**config.mk**
```make
export PLATFORM = sky130hd
export DESIGN_NAME = kcm_cfg
export DESIGN_NICKNAME = d
export VERILOG_FILES = /design/src/kcm_pkg.sv /design/src/kcm_cfg.sv
export SDC_FILE = /design/constraint.sdc
export NUM_CORES = 1
export LEC_CHECK = 0
export BUFFER_PORTS_ARGS = -buffer_cell sky130_fd_sc_hd__buf_2
export CORE_MARGIN = 3
export CORE_UTILIZATION = 52
export DETAILED_ROUTE_END_ITERATION = 12
export PLACE_DENSITY_LB_ADDON = 0.3
export SLEW_MARGIN = 20
export SYNTH_ARGS = -nofsm -noshare
export SYNTH_HDL_FRONTEND = slang
export SYNTH_SLANG_ARGS = --single-unit
export TNS_END_PERCENT = 10
```
**constraint.sdc**
```tcl
create_clock -name i_clk -period 3.09 [get_ports i_clk]
set_clock_uncertainty 0.2 [all_clocks]
set_input_delay 0.4635 -clock i_clk [delete_from_list [all_inputs] [get_ports i_clk]]
set_output_delay 0.4635 -clock i_clk [all_outputs]
set_load 0.01 [all_outputs]
```
**src/kcm_pkg.sv**
```systemverilog
// Shared types and constants of the keyboard cursor motion block.
// Holds the item payloads, the register file layout and the work record.
// Depends on nothing; every other file of the block but kcm_stream_if imports it.
package kcm_pkg;

    // Operation codes of an input item.
    localparam logic [1:0] OP_PRESS   = 2'd0;
    localparam logic [1:0] OP_RELEASE = 2'd1;
    localparam logic [1:0] OP_SET     = 2'd2;
    localparam logic [1:0] OP_TICK    = 2'd3;

    // Event kinds of a result item.
    localparam logic [1:0] EVT_ACT_PRESS   = 2'd0;
    localparam logic [1:0] EVT_ACT_RELEASE = 2'd1;
    localparam logic [1:0] EVT_MOVE        = 2'd2;

    // Action codes.
    localparam logic [1:0] ACT_A = 2'd0;
    localparam logic [1:0] ACT_B = 2'd1;
    localparam logic [1:0] ACT_C = 2'd2;

    // Bits of the mode register.
    localparam int unsigned MODE_ACTIVE = 0;
    localparam int unsigned MODE_KBD    = 1;
    localparam int unsigned MODE_PTR    = 2;
    localparam int unsigned MODE_SEL    = 3;

    // Byte positions of the key codes within the key map.
    localparam int unsigned KEY_LEFT  = 0;
    localparam int unsigned KEY_RIGHT = 1;
    localparam int unsigned KEY_UP    = 2;
    localparam int unsigned KEY_DOWN  = 3;
    localparam int unsigned KEY_ACT_A = 4;
    localparam int unsigned KEY_ACT_C = 5;
    localparam int unsigned KEY_ACT_B = 6;

    // Configuration port layout.
    localparam int unsigned CFG_ADDR_W = 6;
    localparam int unsigned CFG_DATA_W = 64;
    localparam logic [2:0] REG_MODE      = 3'd0;
    localparam logic [2:0] REG_MAX_SPEED = 3'd1;
    localparam logic [2:0] REG_SPEED_CAP = 3'd2;
    localparam logic [2:0] REG_KEY_MAP   = 3'd3;
    localparam logic [2:0] REG_BOUNDS    = 3'd4;

    localparam logic [15:0] MAX_SPEED_RST = 16'h0199;
    localparam logic [30:0] SPEED_CAP_RST = 31'h0000_8000;
    localparam logic [55:0] KEY_MAP_RST   = 56'd20547806477485059;

    typedef struct packed {
        logic [1:0]        operation;
        logic [7:0]        key_code;
        logic [31:0]       time_ms;
        logic signed [15:0] new_x;
        logic signed [15:0] new_y;
        logic [2:0]        source_state;
    } t_in_item;

    typedef struct packed {
        logic [1:0]        event_kind;
        logic [1:0]        action;
        logic signed [15:0] pos_x;
        logic signed [15:0] pos_y;
        logic [31:0]       event_time;
    } t_out_item;

    typedef struct packed {
        logic [3:0]  mode_flags;
        logic [15:0] max_speed;
        logic [30:0] speed_cap;
        logic [55:0] key_map;
        logic [63:0] bounds;
    } t_cfg;

    // Direction of one axis: sign, magnitude, and the magnitude split as 20*quo + rem.
    typedef struct packed {
        logic        neg;
        logic [15:0] mag;
        logic [11:0] mag_quo;
        logic [4:0]  mag_rem;
    } t_dir;

    // Velocity growth request of one axis; elapsed time split as 20*quo + rem.
    typedef struct packed {
        logic        en;
        t_dir        dir;
        logic [27:0] el_quo;
        logic [4:0]  el_rem;
    } t_grow;

    typedef enum logic [2:0] {
        WK_NONE,
        WK_SET,
        WK_ACTION,
        WK_RELEASE,
        WK_TICK
    } t_work_kind;

    // What the core has to do for one accepted item.
    typedef struct packed {
        t_work_kind        kind;
        logic [1:0]        evt_kind;
        logic [1:0]        action;
        logic [31:0]       event_time;
        logic signed [15:0] new_x;
        logic signed [15:0] new_y;
        logic              clr_x;
        logic              clr_y;
        logic              report;
        t_grow             grow_x;
        t_grow             grow_y;
    } t_work;

endpackage

```
**src/kcm_cfg.sv**
```systemverilog
// Register file behind the APB-style configuration port.
// Depends on kcm_pkg for the register layout and reset values.
module kcm_cfg (
    input  logic                           i_clk,
    input  logic                           i_rst_n,
    input  logic                           psel,
    input  logic                           penable,
    input  logic                           pwrite,
    input  logic [kcm_pkg::CFG_ADDR_W-1:0] paddr,
    input  logic [kcm_pkg::CFG_DATA_W-1:0] pwdata,
    output logic [kcm_pkg::CFG_DATA_W-1:0] prdata,
    output logic                           pready,
    output kcm_pkg::t_cfg                  o_cfg
);
    import kcm_pkg::*;

    t_cfg       r_cfg;
    logic [2:0] reg_idx;
    logic       wr_en;

    assign reg_idx = paddr[CFG_ADDR_W-1:3];
    assign wr_en   = psel && penable && pwrite;
    assign pready  = 1'b1;
    assign o_cfg   = r_cfg;

    always_ff @(posedge i_clk) begin
        if (!i_rst_n) begin
            r_cfg.mode_flags <= '0;
            r_cfg.max_speed  <= MAX_SPEED_RST;
            r_cfg.speed_cap  <= SPEED_CAP_RST;
            r_cfg.key_map    <= KEY_MAP_RST;
            r_cfg.bounds     <= '0;
        end else if (wr_en) begin
            case (reg_idx)
                REG_MODE:      r_cfg.mode_flags <= pwdata[3:0];
                REG_MAX_SPEED: r_cfg.max_speed  <= pwdata[15:0];
                REG_SPEED_CAP: r_cfg.speed_cap  <= pwdata[30:0];
                REG_KEY_MAP:   r_cfg.key_map    <= pwdata[55:0];
                REG_BOUNDS:    r_cfg.bounds     <= pwdata;
                default: ;
            endcase
        end
    end

    always_comb begin
        case (reg_idx)
            REG_MODE:      prdata = CFG_DATA_W'(r_cfg.mode_flags);
            REG_MAX_SPEED: prdata = CFG_DATA_W'(r_cfg.max_speed);
            REG_SPEED_CAP: prdata = CFG_DATA_W'(r_cfg.speed_cap);
            REG_KEY_MAP:   prdata = CFG_DATA_W'(r_cfg.key_map);
            REG_BOUNDS:    prdata = r_cfg.bounds;
            default:       prdata = '0;
        endcase
    end

endmodule

```
==> flow_summary.ini <==
[floorplanning]
die_w_um = 127
rows = 43
die_height_um = 127
boundaryPins = 311
floorplan.die_area_um2 = 16100
initial_standard_cell_utilization_of_the_core_pct = 53.8
core_area_um2 = 14100

[job]
maxCapViolCount = 0

[timing]
slew-limit-headroom_pct = 57.7
finalMaxSlewViolations = 0
finalHoldViolCount = 0
grt_setup_unrepaired = no
timing_worst_slew_pin_value_ns = 0.634
final_sum_of_negative_setup_slack_ns = 0
setup_viol = 0
timing.final.crit_share_pct = 85.6
worst_hold_slack_ns = 0.0887
peak_freq_mhz = 378
final_period_minus_worst_setup_slack_ns = 2.65

[clocking]
post_cts_resize_count = 0
cts_inserted_buffers = 17
clkLatencyLatePin_ns = 0.42
cts_htree_levels = 4
path_clk_slew_ns = 0.06
clock_path_buffers = 2
cts_tree = done
post_cts.repair.setup_buffers = 0
ctsRootBufferMaster = sky130_fd_sc_hd__clkbuf_16
cts.sinks = 171
hold_buffer_count_at_cts = 0

[global_routing]
grt-ovfl-total = 0
grt_pass1_wl_mm = 33.8
grt_max_degree = 88
first_global_vias = 6400
antenna_found_initial = 1
gr-usage-all-layers_pct = 26.1

[logic_synthesis]
syn_nets = 905
post-synth-top-area-cell = sky130_fd_sc_hd__dfxtp_1
synth.cell_area_um2 = 7590
ys_types = 29
netlist.area_leader.share_pct = 45.1
syn-instance-count = 830
synth_enable_flop_cells = 0
post_synth.cell_area_avg_um2 = 9.14
yosys_warnings = 0
async_reset_ff_share_pct = 0
leading_post_synthesis_cells_by_cell_area = sky130_fd_sc_hd__dfxtp_1 45%, sky130_fd_sc_hd__mux2i_1 23%, sky130_fd_sc_hd__nand2_1 12%
seq_area_frac_synth_pct = 45.1
synth_ff_type = sky130_fd_sc_hd__dfxtp_1
ys_seq_elements = 171

[critical_path]
cp.buffers_inverters = 3
cp.depth = 6
critical-path-top-cell-by-count = sky130_fd_sc_hd__buf_2
reg2reg_depth = 2
critPathMaxFanout = 25
crit_family = buffers and inverters
register_to_register_path_setup_slack_ns = 2.14
timing_worst_setup_path_type = primary input to primary output
critPathArrivalTime_ns = 1.98
worstPathRequired_ns = 2.43
cpMaxStageDelayCell = sky130_fd_sc_hd__buf_2
crit_path_end_kind = primary output
crit_path_cell_trace = buf_2, nand2b_4, nor2_2, buf_4, a22o_1, buf_2
worst_r2r_endpoint = o_cfg[159]$_SDFFE_PN1P_
r2r_start = o_cfg[159]$_SDFFE_PN1P_
worstSetupStartpoint = paddr[4]
crit_path_end = prdata[37]
cp-start-kind = primary input
worst_path_largest_cell_delay_ns = 0.43

[drt]
finalWirelength_mm = 22.0
drt_pass1_iterations = 4
num_vias = 6911
drc = 0
initialDrtViolationCount = 428
wl_per_cell_um = 16.9
antenna_left = 0
detail_route.vias_per_cell = 5.33

[placement]
routability_congestion = 0.816
port-buffer-count = 306
post-dp-hpwl_mm = 15.1

[status]
result_of_the_run = completed

[power_and_ir_drop]
powerDensity_nw_per_um2 = 464
power.leakage_nw = 4.64
power.ir.vdd_worst_v = 0.000372

[final_layout]
largest_reg_flops = 171
layout_area_growth_over_synthesis_pct = 29.6
fraction_of_final_layout_cells_sized_beyond_drive_strength_1_pct = 33.7
final_nets = 1179
nFillCells = 1131

[worst_hold_path]
min-delay-path-class = primary input to flip-flop
[stage by stage]
stage	utilization (%)	power, mW	area [um^2]	setup slack, ns	std cells
4_1_cts	69.7	4.60	9830	0.462	1296
2_1_floorplan	-	2.48	7590	0.918	830
3_3_place_gp	65.7	2.61	9270	0.478	1265
5_1_grt	69.7	4.72	9830	0.346	1297
6_report	69.7	4.56	9830	0.444	1297
3_5_place_dp	65.7	2.61	9270	0.405	1265
[worst min-delay path by stage]
| stage | from | end | depth (start not counted) |
|---|---|---|---|
| after global placement | o_cfg[166]$_SDFFE_PN0P_ | o_cfg[166]$_SDFFE_PN0P_ | 2 |
| after floorplan | o_cfg[56]$_SDFFE_PN0P_ | o_cfg[56]$_SDFFE_PN0P_ | 2 |
| after CTS | pwdata[63] | o_cfg[63]$_SDFFE_PN0P_ | 3 |
| after detailed placement | o_cfg[37]$_SDFFE_PN0P_ | o_cfg[37]$_SDFFE_PN0P_ | 2 |
| after global routing | pwdata[57] | o_cfg[57]$_SDFFE_PN0P_ | 3 |
| final | pwdata[63] | o_cfg[63]$_SDFFE_PN0P_ | 3 |
[worst reg2reg max path, cell delays in order (launching register included)]
cell	delay (ns)
sky130_fd_sc_hd__dfxtp_1	0.33
sky130_fd_sc_hd__o21ai_0	0.09
sky130_fd_sc_hd__o311ai_0	0.16
[where the power goes]
group / switching (mW) / internal, mW / leakage, nW
clock: 0.827 / 1.17 / 0.277
sequential: 0.0149 / 2.22 / 1.38
combinational: 0.204 / 0.127 / 2.98
total: 1.05 / 3.52 / 4.64
[cell type report]
cell class | count | area (um^2) | area share [%]
clock buffer | 25 | 526 | 5.35
clock inverter | 6 | 35.0 | 0.356
tap | 180 | 225 | 2.29
inverter | 19 | 71.3 | 0.726
antenna | 1 | 2.50 | 0.0255
timing repair buffer | 325 | 1780 | 18.1
sequential | 171 | 3420 | 34.8
multi-input combinational | 570 | 3770 | 38.3
[Yosys cell counts, types with 2 or more instances]
master and n:
sky130_fd_sc_hd__nand3b_1 4, sky130_fd_sc_hd__a22oi_1 12, sky130_fd_sc_hd__mux2i_1 175, sky130_fd_sc_hd__buf_4 10
sky130_fd_sc_hd__o211ai_1 13, sky130_fd_sc_hd__mux2_2 12, sky130_fd_sc_hd__nor2_1 3, sky130_fd_sc_hd__a22o_1 25
sky130_fd_sc_hd__o311ai_0 6, sky130_fd_sc_hd__or2_1 2, sky130_fd_sc_hd__inv_1 19, sky130_fd_sc_hd__and2_1 8
sky130_fd_sc_hd__buf_2 14, sky130_fd_sc_hd__o21ai_0 54, sky130_fd_sc_hd__dfxtp_1 171, sky130_fd_sc_hd__clkbuf_1 41
sky130_fd_sc_hd__nand2_1 243, sky130_fd_sc_hd__buf_6 4, sky130_fd_sc_hd__o21a_1 4
[routing by layer]
metal  share of wire (%)  GRT usage, %
met4                 1.4          8.58
met2                  49          44.0
met5                   0             0
met3                 6.5          5.39
met1                  43          33.4
[cell families (layout without fill, tap and decap cells)]
kind of cell / after synthesis / in the layout / share of synthesized area, %
AO/OA/AOI/OAI: 114 / 114 / 10.0
AND/OR/NAND/NOR: 268 / 268 / 14.4
flip-flops: 171 / 171 / 45.1
other: 1 / 2 / 0.0494
buffers and inverters: 89 / 375 / 5.52
multiplexers: 187 / 187 / 24.9
[placed cells by master (no fill, tap or decap), types with 2 or more instances in the layout]
master and n:
sky130_fd_sc_hd__a22o_1 25, sky130_fd_sc_hd__a22oi_1 12, sky130_fd_sc_hd__and2_1 8, sky130_fd_sc_hd__buf_12 8, sky130_fd_sc_hd__buf_2 305, sky130_fd_sc_hd__buf_4 11, sky130_fd_sc_hd__clkbuf_16 17, sky130_fd_sc_hd__clkbuf_8 7
sky130_fd_sc_hd__clkinv_2 4, sky130_fd_sc_hd__clkinvlp_4 2, sky130_fd_sc_hd__dfxtp_1 171, sky130_fd_sc_hd__inv_1 19, sky130_fd_sc_hd__mux2_2 12, sky130_fd_sc_hd__mux2i_1 175, sky130_fd_sc_hd__nand2_1 243, sky130_fd_sc_hd__nand3b_1 4
sky130_fd_sc_hd__nor2_4 2, sky130_fd_sc_hd__o211ai_1 13, sky130_fd_sc_hd__o21a_1 4, sky130_fd_sc_hd__o21ai_0 54, sky130_fd_sc_hd__o311ai_0 6, sky130_fd_sc_hd__or2_2 2
Power figures use the tool's default switching activity.
