### src/kcm_pkg.sv
// Shared types and constants of the keyboard cursor motion block.
// Holds the item payloads, the register file layout and the work record.
// Depends on nothing; every other file of the block but kcm_stream_if imports it.
package kcm_pkg;

    // Operation codes of an input item.
    localparam logic [1:0] OP_PRESS   = 2'd0;
    localparam logic [1:0] OP_RELEASE = 2'd1;
    localparam logic [1:0] OP_SET     = 2'd2;
    localparam logic [1:0] OP_TICK    = 2'd3;

    // Event kinds of a result item.
    localparam logic [1:0] EVT_ACT_PRESS   = 2'd0;
    localparam logic [1:0] EVT_ACT_RELEASE = 2'd1;
    localparam logic [1:0] EVT_MOVE        = 2'd2;

    // Action codes.
    localparam logic [1:0] ACT_A = 2'd0;
    localparam logic [1:0] ACT_B = 2'd1;
    localparam logic [1:0] ACT_C = 2'd2;

    // Bits of the mode register.
    localparam int unsigned MODE_ACTIVE = 0;
    localparam int unsigned MODE_KBD    = 1;
    localparam int unsigned MODE_PTR    = 2;
    localparam int unsigned MODE_SEL    = 3;

    // Byte positions of the key codes within the key map.
    localparam int unsigned KEY_LEFT  = 0;
    localparam int unsigned KEY_RIGHT = 1;
    localparam int unsigned KEY_UP    = 2;
    localparam int unsigned KEY_DOWN  = 3;
    localparam int unsigned KEY_ACT_A = 4;
    localparam int unsigned KEY_ACT_C = 5;
    localparam int unsigned KEY_ACT_B = 6;

    // Configuration port layout.
    localparam int unsigned CFG_ADDR_W = 6;
    localparam int unsigned CFG_DATA_W = 64;
    localparam logic [2:0] REG_MODE      = 3'd0;
    localparam logic [2:0] REG_MAX_SPEED = 3'd1;
    localparam logic [2:0] REG_SPEED_CAP = 3'd2;
    localparam logic [2:0] REG_KEY_MAP   = 3'd3;
    localparam logic [2:0] REG_BOUNDS    = 3'd4;

    localparam logic [15:0] MAX_SPEED_RST = 16'h0199;
    localparam logic [30:0] SPEED_CAP_RST = 31'h0000_8000;
    localparam logic [55:0] KEY_MAP_RST   = 56'd20547806477485059;

    typedef struct packed {
        logic [1:0]        operation;
        logic [7:0]        key_code;
        logic [31:0]       time_ms;
        logic signed [15:0] new_x;
        logic signed [15:0] new_y;
        logic [2:0]        source_state;
    } t_in_item;

    typedef struct packed {
        logic [1:0]        event_kind;
        logic [1:0]        action;
        logic signed [15:0] pos_x;
        logic signed [15:0] pos_y;
        logic [31:0]       event_time;
    } t_out_item;

    typedef struct packed {
        logic [3:0]  mode_flags;
        logic [15:0] max_speed;
        logic [30:0] speed_cap;
        logic [55:0] key_map;
        logic [63:0] bounds;
    } t_cfg;

    // Direction of one axis: sign, magnitude, and the magnitude split as 20*quo + rem.
    typedef struct packed {
        logic        neg;
        logic [15:0] mag;
        logic [11:0] mag_quo;
        logic [4:0]  mag_rem;
    } t_dir;

    // Velocity growth request of one axis; elapsed time split as 20*quo + rem.
    typedef struct packed {
        logic        en;
        t_dir        dir;
        logic [27:0] el_quo;
        logic [4:0]  el_rem;
    } t_grow;

    typedef enum logic [2:0] {
        WK_NONE,
        WK_SET,
        WK_ACTION,
        WK_RELEASE,
        WK_TICK
    } t_work_kind;

    // What the core has to do for one accepted item.
    typedef struct packed {
        t_work_kind        kind;
        logic [1:0]        evt_kind;
        logic [1:0]        action;
        logic [31:0]       event_time;
        logic signed [15:0] new_x;
        logic signed [15:0] new_y;
        logic              clr_x;
        logic              clr_y;
        logic              report;
        t_grow             grow_x;
        t_grow             grow_y;
    } t_work;

endpackage

### src/kcm_stream_if.sv
// Valid/ready stream channel used for the input and result items.
// The payload type is chosen where the channel is instantiated.
// Depends on nothing.
interface kcm_stream_if #(
    parameter type T_DATA = logic
);
    logic  valid;
    logic  ready;
    T_DATA data;

    modport source (output valid, output data, input ready);
    modport sink   (input valid, input data, output ready);
endinterface

### src/kcm_core.sv
// Motion stage: velocity growth with saturation, fixed-point position update,
// move report and bounds clamping, ending in the result register.
// Depends on kcm_pkg and kcm_stream_if.
module kcm_core #(
    parameter int FRAC_BITS = 12
) (
    input  logic           i_clk,
    input  logic           i_rst_n,
    input  kcm_pkg::t_cfg  i_cfg,
    input  logic           i_valid,
    input  kcm_pkg::t_work i_work,
    output logic           o_advance,
    kcm_stream_if.source   o_out
);
    import kcm_pkg::*;

    localparam int unsigned MAX_SMALL_QUO = 18;

    // New velocity: vel + sign * floor(mag * elapsed / 20), saturated at +-cap.
    // mag*elapsed/20 = mag*qe + mq*re + floor(mr*re/20) with mag = 20*mq + mr.
    function automatic logic signed [31:0] f_grow(input logic signed [31:0] vel,
                                                  input t_grow g,
                                                  input logic [30:0] cap);
        logic [43:0]        p_main;
        logic [16:0]        p_mid;
        logic [8:0]         p_low;
        logic [MAX_SMALL_QUO:1] ge;
        logic [4:0]         low_quo;
        logic [44:0]        mag;
        logic signed [46:0] delta;
        logic signed [46:0] sum;
        logic signed [46:0] cap_s;
        p_main = 44'(g.dir.mag) * 44'(g.el_quo);
        p_mid  = 17'(g.dir.mag_quo) * 17'(g.el_rem);
        p_low  = 9'(g.dir.mag_rem) * 9'(g.el_rem);
        for (int k = 1; k <= MAX_SMALL_QUO; k++) begin
            ge[k] = p_low >= 9'(20 * k);
        end
        low_quo = 5'($countones(ge));
        mag   = 45'(p_main) + 45'(p_mid) + 45'(low_quo);
        delta = g.dir.neg ? -$signed({2'b00, mag}) : $signed({2'b00, mag});
        sum   = 47'(vel) + delta;
        cap_s = $signed(47'(cap));
        if (sum > cap_s) begin
            sum = cap_s;
        end else if (sum < -cap_s) begin
            sum = -cap_s;
        end
        return sum[31:0];
    endfunction

    logic [31:0]        r_fixed_x, r_fixed_y, n_fixed_x, n_fixed_y;
    logic signed [15:0] r_pos_x, r_pos_y, n_pos_x, n_pos_y;
    logic signed [31:0] r_vel_x, r_vel_y, n_vel_x, n_vel_y;
    logic               r_out_valid, n_out_valid;
    t_out_item          r_out, n_out;

    logic               take;
    logic signed [31:0] vel_x_t, vel_y_t;
    logic [31:0]        fix_x_t, fix_y_t;
    logic signed [15:0] pos_x_t, pos_y_t, clamp_x, clamp_y;
    logic signed [15:0] bx, by, bw, bh, right, bottom, r1, b1;
    logic               moved, outside, clamp_on;

    assign o_advance   = !r_out_valid || o_out.ready;
    assign take        = i_valid && o_advance;
    assign o_out.valid = r_out_valid;
    assign o_out.data  = r_out;

    // Tick datapath, evaluated every cycle and used only for a tick.
    assign vel_x_t = i_work.grow_x.en ? f_grow(r_vel_x, i_work.grow_x, i_cfg.speed_cap)
                                      : r_vel_x;
    assign vel_y_t = i_work.grow_y.en ? f_grow(r_vel_y, i_work.grow_y, i_cfg.speed_cap)
                                      : r_vel_y;
    assign fix_x_t = r_fixed_x + vel_x_t;
    assign fix_y_t = r_fixed_y + vel_y_t;
    assign pos_x_t = fix_x_t[FRAC_BITS +: 16];
    assign pos_y_t = fix_y_t[FRAC_BITS +: 16];
    assign moved   = i_work.report && ((pos_x_t != r_pos_x) || (pos_y_t != r_pos_y));

    assign bx     = i_cfg.bounds[15:0];
    assign by     = i_cfg.bounds[31:16];
    assign bw     = i_cfg.bounds[47:32];
    assign bh     = i_cfg.bounds[63:48];
    assign right  = bx + bw;
    assign bottom = by + bh;
    assign r1     = right - 16'sd1;
    assign b1     = bottom - 16'sd1;
    assign outside = (bx > pos_x_t) || (right <= pos_x_t)
                  || (by > pos_y_t) || (bottom <= pos_y_t);
    assign clamp_on = (bw != '0) && (bh != '0) && outside;

    always_comb begin
        clamp_x = (pos_x_t < bx) ? bx : pos_x_t;
        clamp_x = (clamp_x > r1) ? r1 : clamp_x;
        clamp_y = (pos_y_t < by) ? by : pos_y_t;
        clamp_y = (clamp_y > b1) ? b1 : clamp_y;
    end

    always_comb begin
        n_fixed_x   = r_fixed_x;
        n_fixed_y   = r_fixed_y;
        n_pos_x     = r_pos_x;
        n_pos_y     = r_pos_y;
        n_vel_x     = r_vel_x;
        n_vel_y     = r_vel_y;
        n_out       = r_out;
        n_out_valid = r_out_valid && !o_out.ready;

        if (take) begin
            case (i_work.kind)
                WK_SET: begin
                    n_pos_x   = i_work.new_x;
                    n_pos_y   = i_work.new_y;
                    n_fixed_x = 32'(i_work.new_x) << FRAC_BITS;
                    n_fixed_y = 32'(i_work.new_y) << FRAC_BITS;
                end
                WK_ACTION: begin
                    n_out_valid      = 1'b1;
                    n_out.event_kind = i_work.evt_kind;
                    n_out.action     = i_work.action;
                    n_out.pos_x      = r_pos_x;
                    n_out.pos_y      = r_pos_y;
                    n_out.event_time = i_work.event_time;
                end
                WK_RELEASE: begin
                    if (i_work.clr_x) begin
                        n_vel_x = '0;
                    end
                    if (i_work.clr_y) begin
                        n_vel_y = '0;
                    end
                end
                WK_TICK: begin
                    n_vel_x = vel_x_t;
                    n_vel_y = vel_y_t;
                    if (moved) begin
                        n_out_valid      = 1'b1;
                        n_out.event_kind = EVT_MOVE;
                        n_out.action     = ACT_A;
                        n_out.pos_x      = pos_x_t;
                        n_out.pos_y      = pos_y_t;
                        n_out.event_time = i_work.event_time;
                    end
                    if (clamp_on) begin
                        n_pos_x   = clamp_x;
                        n_pos_y   = clamp_y;
                        n_fixed_x = 32'(clamp_x) << FRAC_BITS;
                        n_fixed_y = 32'(clamp_y) << FRAC_BITS;
                    end else begin
                        n_pos_x   = pos_x_t;
                        n_pos_y   = pos_y_t;
                        n_fixed_x = fix_x_t;
                        n_fixed_y = fix_y_t;
                    end
                end
                default: ;
            endcase
        end
    end

    always_ff @(posedge i_clk) begin
        if (!i_rst_n) begin
            r_out_valid <= 1'b0;
            r_fixed_x   <= '0;
            r_fixed_y   <= '0;
            r_pos_x     <= '0;
            r_pos_y     <= '0;
            r_vel_x     <= '0;
            r_vel_y     <= '0;
        end else begin
            r_out_valid <= n_out_valid;
            r_fixed_x   <= n_fixed_x;
            r_fixed_y   <= n_fixed_y;
            r_pos_x     <= n_pos_x;
            r_pos_y     <= n_pos_y;
            r_vel_x     <= n_vel_x;
            r_vel_y     <= n_vel_y;
        end
    end

    always_ff @(posedge i_clk) begin
        r_out <= n_out;
    end

endmodule

### src/flat_wrapper.sv
// flat-port wrapper written by rule: the top's interface ports become plain ports
module kcm_core_flat import kcm_pkg::*;
#(
    parameter int FRAC_BITS = 12
)
  (i_clk, i_rst_n, i_cfg, i_valid, i_work, o_advance, o_out_valid, o_out_data, o_out_ready);
  kcm_stream_if o_out_i ();
  input  logic i_clk;
  input  logic i_rst_n;
  input  kcm_pkg::t_cfg i_cfg;
  input  logic i_valid;
  input  kcm_pkg::t_work i_work;
  output logic o_advance;
  output wire logic [$bits(o_out_i.valid)-1:0] o_out_valid;
  output wire logic [$bits(o_out_i.data)-1:0] o_out_data;
  input wire logic [$bits(o_out_i.ready)-1:0] o_out_ready;
  assign o_out_valid = o_out_i.valid;
  assign o_out_data = o_out_i.data;
  assign o_out_i.ready = o_out_ready;
  kcm_core #(.FRAC_BITS(FRAC_BITS)) u_core (.i_clk(i_clk), .i_rst_n(i_rst_n), .i_cfg(i_cfg), .i_valid(i_valid), .i_work(i_work), .o_advance(o_advance), .o_out(o_out_i));
endmodule
### config.mk
export PLATFORM = sky130hd
export DESIGN_NAME = kcm_core_flat
export DESIGN_NICKNAME = d
export VERILOG_FILES = /design/src/kcm_pkg.sv /design/src/kcm_stream_if.sv /design/src/kcm_core.sv /design/src/flat_wrapper.sv
export SDC_FILE = /design/constraint.sdc
export NUM_CORES = 2
export LEC_CHECK = 0
export BUFFER_PORTS_ARGS = -buffer_cell sky130_fd_sc_hd__buf_2
export CAP_MARGIN = 10
export CORE_ASPECT_RATIO = 0.7
export CORE_MARGIN = 2
export CORE_UTILIZATION = 50
export CTS_CLUSTER_SIZE = 8
export DETAILED_ROUTE_END_ITERATION = 8
export GPL_TIMING_DRIVEN = 0
export PLACE_DENSITY = 0.69
export SLEW_MARGIN = 20
export SYNTH_ARGS = -nofsm -noshare
export SYNTH_HDL_FRONTEND = slang
export SYNTH_SLANG_ARGS = --single-unit
export TNS_END_PERCENT = 1
### constraint.sdc
create_clock -name i_clk -period 28.5 [get_ports i_clk]
set_clock_uncertainty 0.1 [all_clocks]
set_input_delay 1.425 -clock i_clk [delete_from_list [all_inputs] [get_ports i_clk]]
set_output_delay 1.425 -clock i_clk [all_outputs]
set_load 0.01 [all_outputs]
==> flow_metrics.tcl <==
set metrics [dict create \
    io_buffers 242 \
    rsz0062_at_grt "yes" \
    met3_usage_pct 6.00 \
    fmax_ghz 0.0364 \
    cts_sinks 122 \
    slowest_stage "fa_1" \
    rows 111 \
    die_height_um 307 \
    start_util_pct 50.2 \
    yosys_warnings 0 \
    grt_pass1_vias 58500 \
    gr-max-usage-layer "met1" \
    period_share_pct 96.3 \
    grt_use_met2_pct 48.6 \
    worst_slack_ps 1060 \
    grt_pass1_wl_mm 342 \
    ant_nets 0 \
    syn_area_per_cell_um2 7.94 \
    wl_per_cell_um 21.5 \
    critPathMaxFanout 10 \
    tightest_slew_ps 1240 \
    ios 388 \
    cts_buffers 17 \
    area_growth_pct 7.65 \
    die_x_um 437 \
    min_period_ps 27440 \
    fillCellCount 12400 \
    critPathKind "input port to flop" \
    start_kind "input port" \
    synth.net_count 10500 \
    final_core_util_pct 54.1 \
    wl_mm 222 \
    cts_root_buffer "clkbuf_16" \
    tritoncts "yes" \
    cpMostUsedCell "fa_1" \
    hp-class "flop to flop" \
    fin_nets 10700 \
    grt_usage_pct 32.6 \
    drc 0 \
    synth_commonest_cells "inv_1 (1294), nand2_1 (1161), ha_1 (911)" \
    maxSlewHeadroom_pct 17.6 \
    clkLatencyLatePin_ps 470 \
    grt_max_degree 23 \
    overflow 0 \
    htree_levels 4 \
    synth.most_common_cell "inv_1" \
    met1_usage_pct 48.8 \
    yosysTopAreaCell "fa_1" \
    synth_top_area_share_pct 27.6 \
    coreArea_mm2 0.130 \
    final_max_slew_viol_count 0 \
    ys_types 99 \
    dp_hpwl_mm 191 \
    drive_gt1_share_pct 6.45 \
    setup_viol 0 \
    gp_congestion 1.00 \
    via_count 60700 \
    yosys_most_used_dff "dfxtp_1" \
    synthArstFlopShare_pct 0 \
    dp_slack_ps -3710 \
    cpPeakStageDelay_ps 540 \
    synth-edff-count 1 \
    first_iter_violations 6125 \
    cts.reportedPaths.clkPinSlew_ps 60 \
    ys_seq_area_share_pct 3.74 \
    viasPerCell 5.88 \
    synthTopCellsByArea "fa_1 (28%), ha_1 (17%), inv_1 (7.4%), nand2_1 (6.7%), xnor2_1 (3.8%)" \
    ys_ff_latch 122 \
    dieArea_mm2 0.134 \
    worstSetupEndpointType "flop" \
    worstPathArrival_ps 27680 \
    required_ps 28740 \
    synth_cells 8252 \
    antenna_found_initial 27 \
    hold_viol 0 \
    outcome "finished clean" \
    cts_buffer_depth 2 \
    synth.cell_area_mm2 0.0655 \
    dr.pass1.iters 6 \
    drv_cap 0 \
]
cell type report:
| type | instances | area, µm² | share of cell area, % |
|---|---|---|---|
| Antenna cell | 18 | 45.0 | 0.0639 |
| Buffer | 364 | 1510 | 2.14 |
| Clock buffer | 20 | 467 | 0.662 |
| Clock inverter | 12 | 136 | 0.193 |
| Inverter | 1294 | 4860 | 6.89 |
| Multi-Input combinational cell | 6463 | 57400 | 81.4 |
| Sequential cell | 122 | 2450 | 3.48 |
| Tap cell | 1751 | 2190 | 3.11 |
| Timing Repair Buffer | 274 | 1460 | 2.06 |
layout by cell type (no fill, tap or decap), types with 121 or more instances in the layout:
cell type / Yosys / routed
inv_1: 1294 / 1294
nand2_1: 1161 / 1161
ha_1: 911 / 904
fa_1: 902 / 902
a21oi_1: 455 / 437
and2_1: 311 / 311
nor2_1: 310 / 308
clkbuf_1: 347 / 306
o21ai_0: 306 / 289
xnor2_1: 288 / 282
buf_2: 4 / 248
a21o_1: 160 / 160
dfxtp_1: 121 / 121
per-layer routing:
layer / vias to the layer above / routed length (µm)
met4: 4 / 5830
li1: 28000 / -
met3: 331 / 21700
met1: 29700 / 101000
met5: - / 35
met2: 2656 / 93200
sequential cells by signal (all words and copies together) (netlist names):
name                cells
u_core.r_fixed_y       13
u_core.r_pos_x         15
u_core.r_vel_x         32
u_core.o_out.valid      1
u_core.r_vel_y         32
u_core.r_pos_y         15
u_core.r_fixed_x       13
u_core.o_out.data       1
critical path: cells and delay by family:
family          cells  cell delay, ps
fa+ha+maj          23            9400
compound gates     36            6740
simple gates       28            5250
buf+inv            17            2290
mux                 5            1510
xor+xnor            5             990
kinds of logic after synthesis:
kind of cell               share of synthesized area, %
AOI/OAI and AO/OA                                  15.8
muxes                                              1.78
xor gates and xnor gates                           5.76
DFF                                                3.74
adders and majority gates                          45.1
buffers and inverters                              9.59
and+or+nand+nor                                    18.2
through the flow:
step | instances | hold slack [ps] | instance area, µm² | setup TNS, ps
final | 10300 | 379 | 70500 | 0
after global routing | 10300 | 427 | 70500 | -273
after CTS | 10300 | 381 | 69900 | 0
after detailed placement | 10200 | 371 | 69000 | -140920
after global placement | 10200 | 365 | 68900 | -122020
after floorplan | 8252 | 345 | 65500 | 0
repair_timing:
| item | in CTS | in global routing |
|---|---|---|
| setup buffers | 6 | 25 |
| hold buffers | 0 | 0 |
| cloned | 0 | 1 |
| setup endpoints to repair | 56 | 54 |
| gates resized for setup | 86 | 140 |
| pin swaps | 4 | 23 |
final timing paths:
check                                       start                                end  slack [ps]  cells after the start
setup / recovery                       i_work[72]     u_core.r_pos_x[1]$_SDFFE_PN0P_        1060                    114
hold / removal    u_core.r_vel_x[28]$_SDFFE_PN0P_    u_core.r_vel_x[28]$_SDFFE_PN0P_         380                      2
setup reg to reg   u_core.r_vel_y[0]$_SDFFE_PN0P_  u_core.r_fixed_y[27]$_SDFFE_PN0P_       13770                     63
hold reg to reg   u_core.r_vel_x[28]$_SDFFE_PN0P_    u_core.r_vel_x[28]$_SDFFE_PN0P_         380                      2
Power is left out: the tool's default activity adds up to more than one toggle a clock period on the data nets, which glitch-free logic cannot reach.
